File: config.mk
export PLATFORM = sky130hd
export DESIGN_NAME = sms_ctrl
export DESIGN_NICKNAME = d
export VERILOG_FILES = /design/src/hdl/sms_pkg.sv /design/src/hdl/sms_ctrl.sv
export SDC_FILE = /design/constraint.sdc
export NUM_CORES = 1
export LEC_CHECK = 0
export ABC_AREA = 1
export BUFFER_PORTS_ARGS = -buffer_cell sky130_fd_sc_hd__buf_4
export CAP_MARGIN = 20
export CORE_MARGIN = 3
export CORE_UTILIZATION = 34
export CTS_CLUSTER_SIZE = 8
export DETAILED_ROUTE_END_ITERATION = 7
export GPL_TIMING_DRIVEN = 0
export HOLD_SLACK_MARGIN = 0.03
export SKIP_LAST_GASP = 1
export SYNTH_ARGS = -nofsm -noshare
export SYNTH_HDL_FRONTEND = slang
export SYNTH_SLANG_ARGS = --single-unit
File: constraint.sdc
create_clock -name clk -period 1.2 [get_ports clk]
set_input_delay 0.12 -clock clk [delete_from_list [all_inputs] [get_ports clk]]
set_output_delay 0.12 -clock clk [all_outputs]
set_load 0.01 [all_outputs]
File: src/hdl/sms_pkg.sv
// Shared types, constants and command codes for the sequenced message store.
`timescale 1ns / 1ps
package sms_pkg;
  localparam int ENTRIES_DEF      = 1024;
  localparam int ARENA_BYTES_DEF  = 65536;
  localparam int MAX_TYPE_LEN_DEF = 8;

  typedef enum logic [2:0] {
    CMD_CLEAR  = 3'd0,
    CMD_HEADER = 3'd1,
    CMD_BODY   = 3'd2,
    CMD_LOWER  = 3'd3,
    CMD_READE  = 3'd4,
    CMD_READB  = 3'd5
  } cmd_t;

  localparam logic REG_MSG_LIMIT  = 1'b0;
  localparam logic REG_BYTE_LIMIT = 1'b1;

  // Controller to datapath.
  typedef struct packed {
    logic load;       // capture the request
    logic exec;       // perform simple commands / start a read
    logic search_rd;  // issue the read of the search midpoint
    logic search_upd; // narrow the search window using read data
    logic hdr_rd;     // read the last entry's sequence
    logic hdr_commit; // judge and commit the header
    logic finish;     // assemble the result
  } ctl_t;

  // Datapath to controller.
  typedef struct packed {
    logic cmd_lower;
    logic cmd_header;
    logic cmd_read;
    logic search_done;
  } sts_t;
endpackage

File: src/hdl/sms_ctrl.sv
// Controller state machine of the sequenced message store.
`timescale 1ns / 1ps
module sms_ctrl (
  input  logic          clk,
  input  logic          rst,
  input  logic          in_valid,
  output logic          in_ready,
  output logic          out_valid,
  input  logic          out_ready,
  input  sms_pkg::sts_t sts,
  output sms_pkg::ctl_t ctl
);
  typedef enum logic [8:0] {
    S_IDLE = 9'b000000001,
    S_EXEC = 9'b000000010,
    S_SRD  = 9'b000000100,
    S_SWT  = 9'b000001000,
    S_SUPD = 9'b000010000,
    S_HRD  = 9'b000100000,
    S_HWT  = 9'b001000000,
    S_FIN  = 9'b010000000,
    S_OUT  = 9'b100000000
  } state_t;

  state_t state, state_next;
  logic   rd_wait;

  always_ff @(posedge clk) begin
    if (rst) begin
      state <= S_IDLE;
    end else begin
      state <= state_next;
    end
  end

  assign rd_wait = 1'b0;

  always_comb begin
    state_next = state;
    ctl = '0;
    in_ready = (state == S_IDLE) && !rd_wait;
    out_valid = (state == S_OUT);
    unique case (state)
      S_IDLE: if (in_valid) begin
        ctl.load = 1'b1;
        state_next = S_EXEC;
      end
      S_EXEC: begin
        if (sts.cmd_lower) state_next = S_SRD;
        else if (sts.cmd_header) begin
          ctl.hdr_rd = 1'b1;
          state_next = S_HWT;
        end else begin
          ctl.exec = 1'b1;
          state_next = sts.cmd_read ? S_HWT : S_FIN;
        end
      end
      S_SRD: begin
        if (sts.search_done) state_next = S_FIN;
        else begin
          ctl.search_rd = 1'b1;
          state_next = S_SWT;
        end
      end
      S_SWT: state_next = S_SUPD;
      S_SUPD: begin
        ctl.search_upd = 1'b1;
        state_next = S_SRD;
      end
      S_HRD: state_next = S_HWT;
      S_HWT: begin
        if (sts.cmd_header) ctl.hdr_commit = 1'b1;
        state_next = S_FIN;
      end
      S_FIN: begin
        ctl.finish = 1'b1;
        state_next = S_OUT;
      end
      S_OUT: if (out_ready) state_next = S_IDLE;
      default: state_next = S_IDLE;
    endcase
  end
endmodule

Word level (Yosys, flattened, before mapping)
Index checks and enable logic that the tools add are counted.

Bits of input ports: 8. Output and inout port bits: 9. Bits in registers: 9. Logic and storage cells: 33.

Equality and inequality tests: 11. Reduce and logical (&&, ||, !) cells: 1. Muxes and demuxes: 20.

Operators with widths (number): one-hot mux 9 bit (9 select lines) (1); two-way mux 9 bit (3); two-way mux 8 bit (3); two-way mux 1 bit (13); equality test 9 x 1 -> 1 bit (second input constant) (1); equality test 9 x 2 -> 1 bit (second input constant) (1); equality test 9 x 3 -> 1 bit (second input constant) (1); equality test 9 x 4 -> 1 bit (second input constant) (1); equality test 9 x 5 -> 1 bit (second input constant) (1); equality test 9 x 6 -> 1 bit (second input constant) (1); equality test 9 x 7 -> 1 bit (second input constant) (1); equality test 9 x 8 -> 1 bit (second input constant) (1); equality test 9 bit (second input constant) (1); != test 2 x 1 -> 1 bit (second input constant) (1); != test 2 bit (second input constant) (1); AND reduction 2 bit (1).

Longest topological paths before layout
Gate-level depths: netlist of the first run.

Word-level depth: 4. Mapped depth: 9. Mapped depth without buffers: 9.

Worst setup path before layout of the first run
Ideal clock, no wire load.

Path type: reg-to-output. Start point: register state[4]. End point: output port ctl[6] in the netlist's numbering. Path buffers: 0. Setup slack: 126 ps. Stages on the path, launching flop included: 6. Data required time: 1080 ps. Arrival: 954 ps. Cells stage by stage: dfxtp_1 nor2_2 nand2_2 nor3_4 inv_1 nor2_1.

RTL lines: start, declared (line sms_ctrl.sv:25) `state_t state, state_next;`; start signal, assigned (line sms_ctrl.sv:32) `state <= state_next;`; end, declared (line sms_ctrl.sv:11) `output sms_pkg::ctl_t ctl`.

==> metrics, run 1 <==
status=finished with violations; failing checks=negative setup slack; share of cells above drive strength 1=63.03%; worst-margin pin slew=just under 0.3 ns; deepest clock path buffer count=2; root buf cell=clkbuf_4; Reg clk slew, reported paths=around 0.060 ns; fin crit share=118.4%; final setup fails=10; CTS tree=done; Critical Path Start=state[4]; DR WL/cell=11.51 um; Final min period=approximately 1.4 ns; IO Port Bufs=16; GRT Total Usage=between 15 and 20%; Total Power=0.7236 mW; largest net degree at the start of global routing=8; DP HPWL=a little under 1000 um; Antenna Cells=0; CTS buffer count=3; Reg power frac=38.8%; maximum vdd drop=0.0006509 V; WP data arrival=~1.3 ns; number of synthesized register bits=8; vias in the first global route=about 580; Via density=4.597; final core utilization=roughly two thirds; multi-input logic area=between 300 and 400 um2; min-delay src=sts[0]; Hold EP=state[3]; initial antenna violation count=0; worst hold path type=input pin to flip-flop; Slew Limit Headroom=between 80% and 90%; kind of end point of the critical path=primary output; worst hold path cell count=2; Clock Skew=about 0.0048 ns; Initial Utilization=between 30% and 40%; Final WS setup=-0.2204 ns; Final #Nets=around 130; Largest regs=state: 8 flops; WL final=approximately 1500 um; internal cell power=between 0.5 and 0.6 mW; antenna-violating nets left=0; io pins=17; PD cells=778.4 mW/mm2; Fill cells=around 120; GRT overflow=0; RD Place Congestion=~0.77; post-place setup slack=0.01462 ns; post-synth cell types=17; DRC violations left=0; first-pass GRT wire length=~2400 um; max frequency=approximately 0.70 GHz; area growth from synthesis to layout=71.99%; R2R Setup Slk=-0.09 ns; H-tree levels=1; Register Area=166.4 um2; R2R cell count=10; Worst Path Max Fanout=3; Max Slew Vio Count=0; sw power=0.2213 mW; Core ar.=0.001399 mm2; Largest Register=state; row cnt=13; Hold Buf Count CTS=0; Gate Count Post-Synth=between 80 and 90; kind of critical path=flip-flop to primary output; Gate power share=between 30% and 40%; worst r2r src=state[4]; CP Launch Type=flip-flop; Clk pwr share=around 30%; syn avg cell area=6.142 um2; Yosys warning total=0; RSZ-0062 raised after global routing=yes; Die H=about 46 um; die area=roughly 0.0021 mm2; Mapped Area=~540 um2; Max Cap Viol=0; DRT Pass-1 Iters=4; Die X=45.87 um; sw frac=approximately 31%; DR vias=just over 600; Clk Latency, worst-skew pair=around 0.26 ns; syn_nets=96; CTS sink count=8; Leak=0.4777 nW; max FFs per register=8; Data required, critical path=about 1.1 ns; DR iter-0 viols=8; worst reg2reg endpoint=state[0]; final hold violation count=0; register area share after synthesis=between 20% and 30%
-- placed cells by master, fill, tap and decap left out, drive strengths merged --
cell    synthesis  routed
inv            20      20
nor2           20      20
nor3            4       4
clkbuf          0       3
a21oi           2       2
nor4            1       1
nand3           7       7
nand2          26      26
dfxtp           8       8
buf             0      28
-- cells in the mapped netlist, drive strengths merged --
master / number / area share [%]
nor4: 1 / 1.2
nand2: 26 / 22
a21oi: 2 / 1.9
inv: 20 / 14
nor2: 20 / 16
dfxtp: 8 / 30
nor3: 4 / 7.6
nand3: 7 / 7.4
-- layer usage --
layer / up-vias / global-route usage, % / wire length (um)
li1: 324 / - / -
met1: 273 / 18.08 / 618
met2: 17 / 28.57 / 817
met3: 2 / 7.115 / 101
met4: 0 / 3.409 / 4
met5: - / 0 / 0
-- layout make-up --
type | instances | share of cell area (%)
timing repair buffer | 28 | 26.24
clock buffer | 3 | 2.423
multi-input combinational | 60 | 42.53
sequential | 8 | 17.90
inverter | 20 | 8.883
tap | 15 | 2.019
-- timing repair --
item	in CTS	in global routing
pin swaps	11	13
hold endpoints to repair	0	0
endpoints found under the setup margin	9	11
setup buffers	12	0
gates resized for setup	21	26
-- worst max-delay path, stage by stage, from the launching register on --
cell and delay (ns):
dfxtp_2 0.33, nor2_2 0.12, nand2_2 0.11, inv_4 0.09, nand2_4 0.05, inv_4 0.06, nand2_4 0.05, nor2_1 0.10
buf_4 0.12
-- power by group through the flow --
stage / registers (mW) / logic, mW / clock network, mW
2_1_floorplan: 0.283 / 0.0892 / 0
3_3_place_gp: 0.284 / 0.141 / 0
3_5_place_dp: 0.284 / 0.142 / 0
4_1_cts: 0.280 / 0.196 / 0.219
5_1_grt: 0.282 / 0.244 / 0.234
6_report: 0.281 / 0.228 / 0.215
-- worst max-delay path by stage --
stage | end | slack [ns] | cells after the start
after floorplan | ctl[6] | 0.13 | 5
after global placement | ctl[5] | 0.01 | 8
after detailed placement | ctl[5] | 0.01 | 8
after CTS | ctl[5] | -0.18 | 8
after global routing | ctl[2] | -0.27 | 8
final | ctl[5] | -0.22 | 8
-- stage by stage --
step | TNS [ns] | area [um2] | cells | hold slack [ns]
detailed placement | 0 | 679.4 | 119 | 0.3112
finish | -1.354 | 929.6 | 134 | 0.06104
floorplan | 0 | 540.5 | 88 | 0.1891
CTS | -1.263 | 833.3 | 134 | 0.03851
global route | -2.019 | 929.6 | 134 | 0.06385
global placement | 0 | 679.4 | 119 | 0.3084
-- cell families after synthesis --
kind of cell / Yosys count / synth area share [%]
simple gates: 58 / 54.17
compound gates: 2 / 1.852
flops: 8 / 29.63
buf+inv: 20 / 14.35
(Power assumes the default switching activity.)
==> run 2: changes to the inputs <==
Settings changed: CORE_MARGIN 3 to unset.
==> run 2 against run 1 <==
Net effect: the flow still finishes with violations (negative setup slack); worst hold slack worse by 0.022 ns; utilization fell by 2.7 points; non-clock buffer count rose by 3; largest cell class unchanged; power rose by 0.91%; sequential power about the same; clock-buffer cell count did not move; global-route usage grew 0.64 points; via count increased by 3.1%; final area is 2.2% higher; critical path type unchanged; first-iteration DRC count stayed put; worst setup slack better by 0.032 ns; sequential share of layout area is 0.25 points lower.
==> metrics, run 2 (synthesis gave the netlist of run 1 again) <==
status=finished with violations; failing checks=negative setup slack; kind of critical path=flip-flop to primary output; PD cells=768.9 mW/mm2 (-1.2%); Leak=0.4922 nW (+3.0%); max frequency=0.7202 GHz (+2.3%); WP data arrival=1.27 ns (-0.03 ns); Final WS setup=-0.1885 ns (+0.03196 ns); Clock Skew=0.005247 ns (+0.0004897 ns); Total Power=0.7302 mW (+0.91%); RD Place Congestion=0.7917 (+3.4%); CTS sink count=8 (unchanged); first-pass GRT wire length=2221 um (-7.2%); Clk Latency, worst-skew pair=0.26 ns (about the same); fin crit share=115.7% (-2.7 points); GRT Total Usage=16.98% (+0.64 points); Max Slew Vio Count=0 (unchanged); Largest Register=state; vias in the first global route=568 (-2.2%); Cell Chain, Critical Path=nor2_4, nand2_4, inv_4, nand2_2, inv_2, nand2_4, nor2_2, buf_4; multi-input logic area=399.1 um2 (+0.95%); max FFs per register=8 (unchanged); Antenna Cells=0 (unchanged); die area=0.001753 mm2 (-17%); Die X=41.87 um (-8.7%); placed cell count=120 (+0.84%); Top cell by count, worst path=nand2_4; Via density=4.601 (about the same); Fill cells=131 (+13%); most common cell after layout, fill and taps aside=buf_4; internal cell power=0.5106 mW (+1.6%); antenna-violating nets left=0 (unchanged); RSZ-0062 raised after global routing=yes; Reg clk slew, reported paths=0.06 ns (about the same); Clk pwr share=29.6% (-0.2 points); Crit path max-delay family=simple AND/OR/NAND/NOR gates; area growth from synthesis to layout=75.69%; Die H=41.87 um (-8.7%); final setup fails=10 (unchanged); root buf cell=clkbuf_4; Max Cap Viol=0 (unchanged); kind of end point of the critical path=primary output; commonest non-fill, non-tap cells in the layout=buf_4, nand2_1, inv_1; largest net degree at the start of global routing=8 (unchanged); Worst Path Max Fanout=3 (unchanged); deepest clock path buffer count=2 (unchanged); Largest regs=state: 8 flops; Hold Buf Count CTS=0 (unchanged); Final #Nets=132 (+2.3%); maximum vdd drop=0.0004753 V (-27%); IO Port Bufs=16 (unchanged); H-tree levels=1 (unchanged); worst-margin pin slew=0.2158 ns (-0.07254 ns); Worst Hold Margin=0.03889 ns (-0.02215 ns); CTS tree=done; DP HPWL=936.1 um (-5.9%); WL final=1556 um (+0.91%); Core ar.=0.001489 mm2 (+6.4%); Reg power frac=38.6% (-0.2 points); CTS buffer count=3 (unchanged); row cnt=14 (+1); Data required, critical path=1.08 ns (about the same); DR iter-0 viols=8 (unchanged); initial antenna violation count=0 (unchanged); Final min period=1.388 ns (-0.03196 ns); sw power=0.2196 mW (-0.78%); fin cells=138 (+3.0%); biggest cell delay along the critical path=0.33 ns (about the same); GRT overflow=0 (unchanged); Bufs and invs on worst path=3 (unchanged); DR WL/cell=11.28 um (-2.0%); share of cells above drive strength 1=65.57% (+2.5 points); Critical-path top delay cell=dfxtp_2; Register Area=167.7 um2 (+0.75%); CP Launch Type=flip-flop; DRC violations left=0 (unchanged); DRT Pass-1 Iters=4 (unchanged); Slew Limit Headroom=85.56% (+4.9 points); Initial Utilization=36.30% (-2.3 points); Gate power share=31.8% (+0.4 points); sw frac=30.07% (-0.51 points); io pins=17 (unchanged); setup TNS=-1.297 ns (+0.05737 ns); DR vias=635 (+3.1%); worst hold path type=input pin to flip-flop; final hold violation count=0 (unchanged)
-- run 2: changes by cell type in the layout (fill, tap and decap cells not counted), sizes merged --
cell  before  now
buf       28   31
-- run 2: worst paths after layout --
check,start,end,slack [ns],cells after the start
setup reg to reg,state[2],state[0],-0.11,10
hold / removal,sts[0],state[3],0.04,2
setup / recovery,state[6],ctl[2],-0.19,8
hold reg to reg,state[3],state[4],0.60,4
-- run 2: worst reg2reg max path, delay by kind of cell (launching register included) --
family / cells / cell delay (ns)
AND/OR/NAND/NOR: 7 / 0.57
flip-flops: 1 / 0.33
buffers and inverters: 3 / 0.30
-- run 2: final cells by class --
| type | instances | share of cell area (%) |
|---|---|---|
| inverters | 20 | 8.169 |
| flip-flops and latches | 8 | 17.65 |
| repair buffers | 31 | 27.67 |
| clock buffers | 3 | 2.372 |
| well taps | 16 | 2.108 |
| multi-input cells | 60 | 42.03 |
-- run 2: through the flow --
| stage | utilization (%) | instance area (um2) | worst slack (ns) |
|---|---|---|---|
| detailed placement | 45.71 | 680.7 | 0.001173 |
| CTS | 56.05 | 834.6 | -0.1850 |
| finish | 63.78 | 949.7 | -0.1885 |
| floorplan | - | 540.5 | 0.1260 |
| global route | 63.78 | 949.7 | -0.2681 |
| global placement | 45.71 | 680.7 | 0.01186 |
-- run 2: per-layer routing --
layer	share of wire [%]	global-route usage [%]
met3	4.0	5.217
met1	39	17.47
met4	0.32	5.806
met5	0	0
met2	56	31.87
-- run 2: timing repair --
action,in CTS,in global routing
buffers inserted,12,4
endpoints found under the setup margin,9,12
pin swaps,8,13
resized for setup,19,26
-- run 2: power groups by stage --
stage | logic [mW] | clock network, mW | registers (mW)
3_5_place_dp | 0.141 | 0 | 0.284
5_1_grt | 0.253 | 0.237 | 0.283
6_report | 0.232 | 0.216 | 0.282
2_1_floorplan | 0.0892 | 0 | 0.283
3_3_place_gp | 0.140 | 0 | 0.284
4_1_cts | 0.195 | 0.223 | 0.281
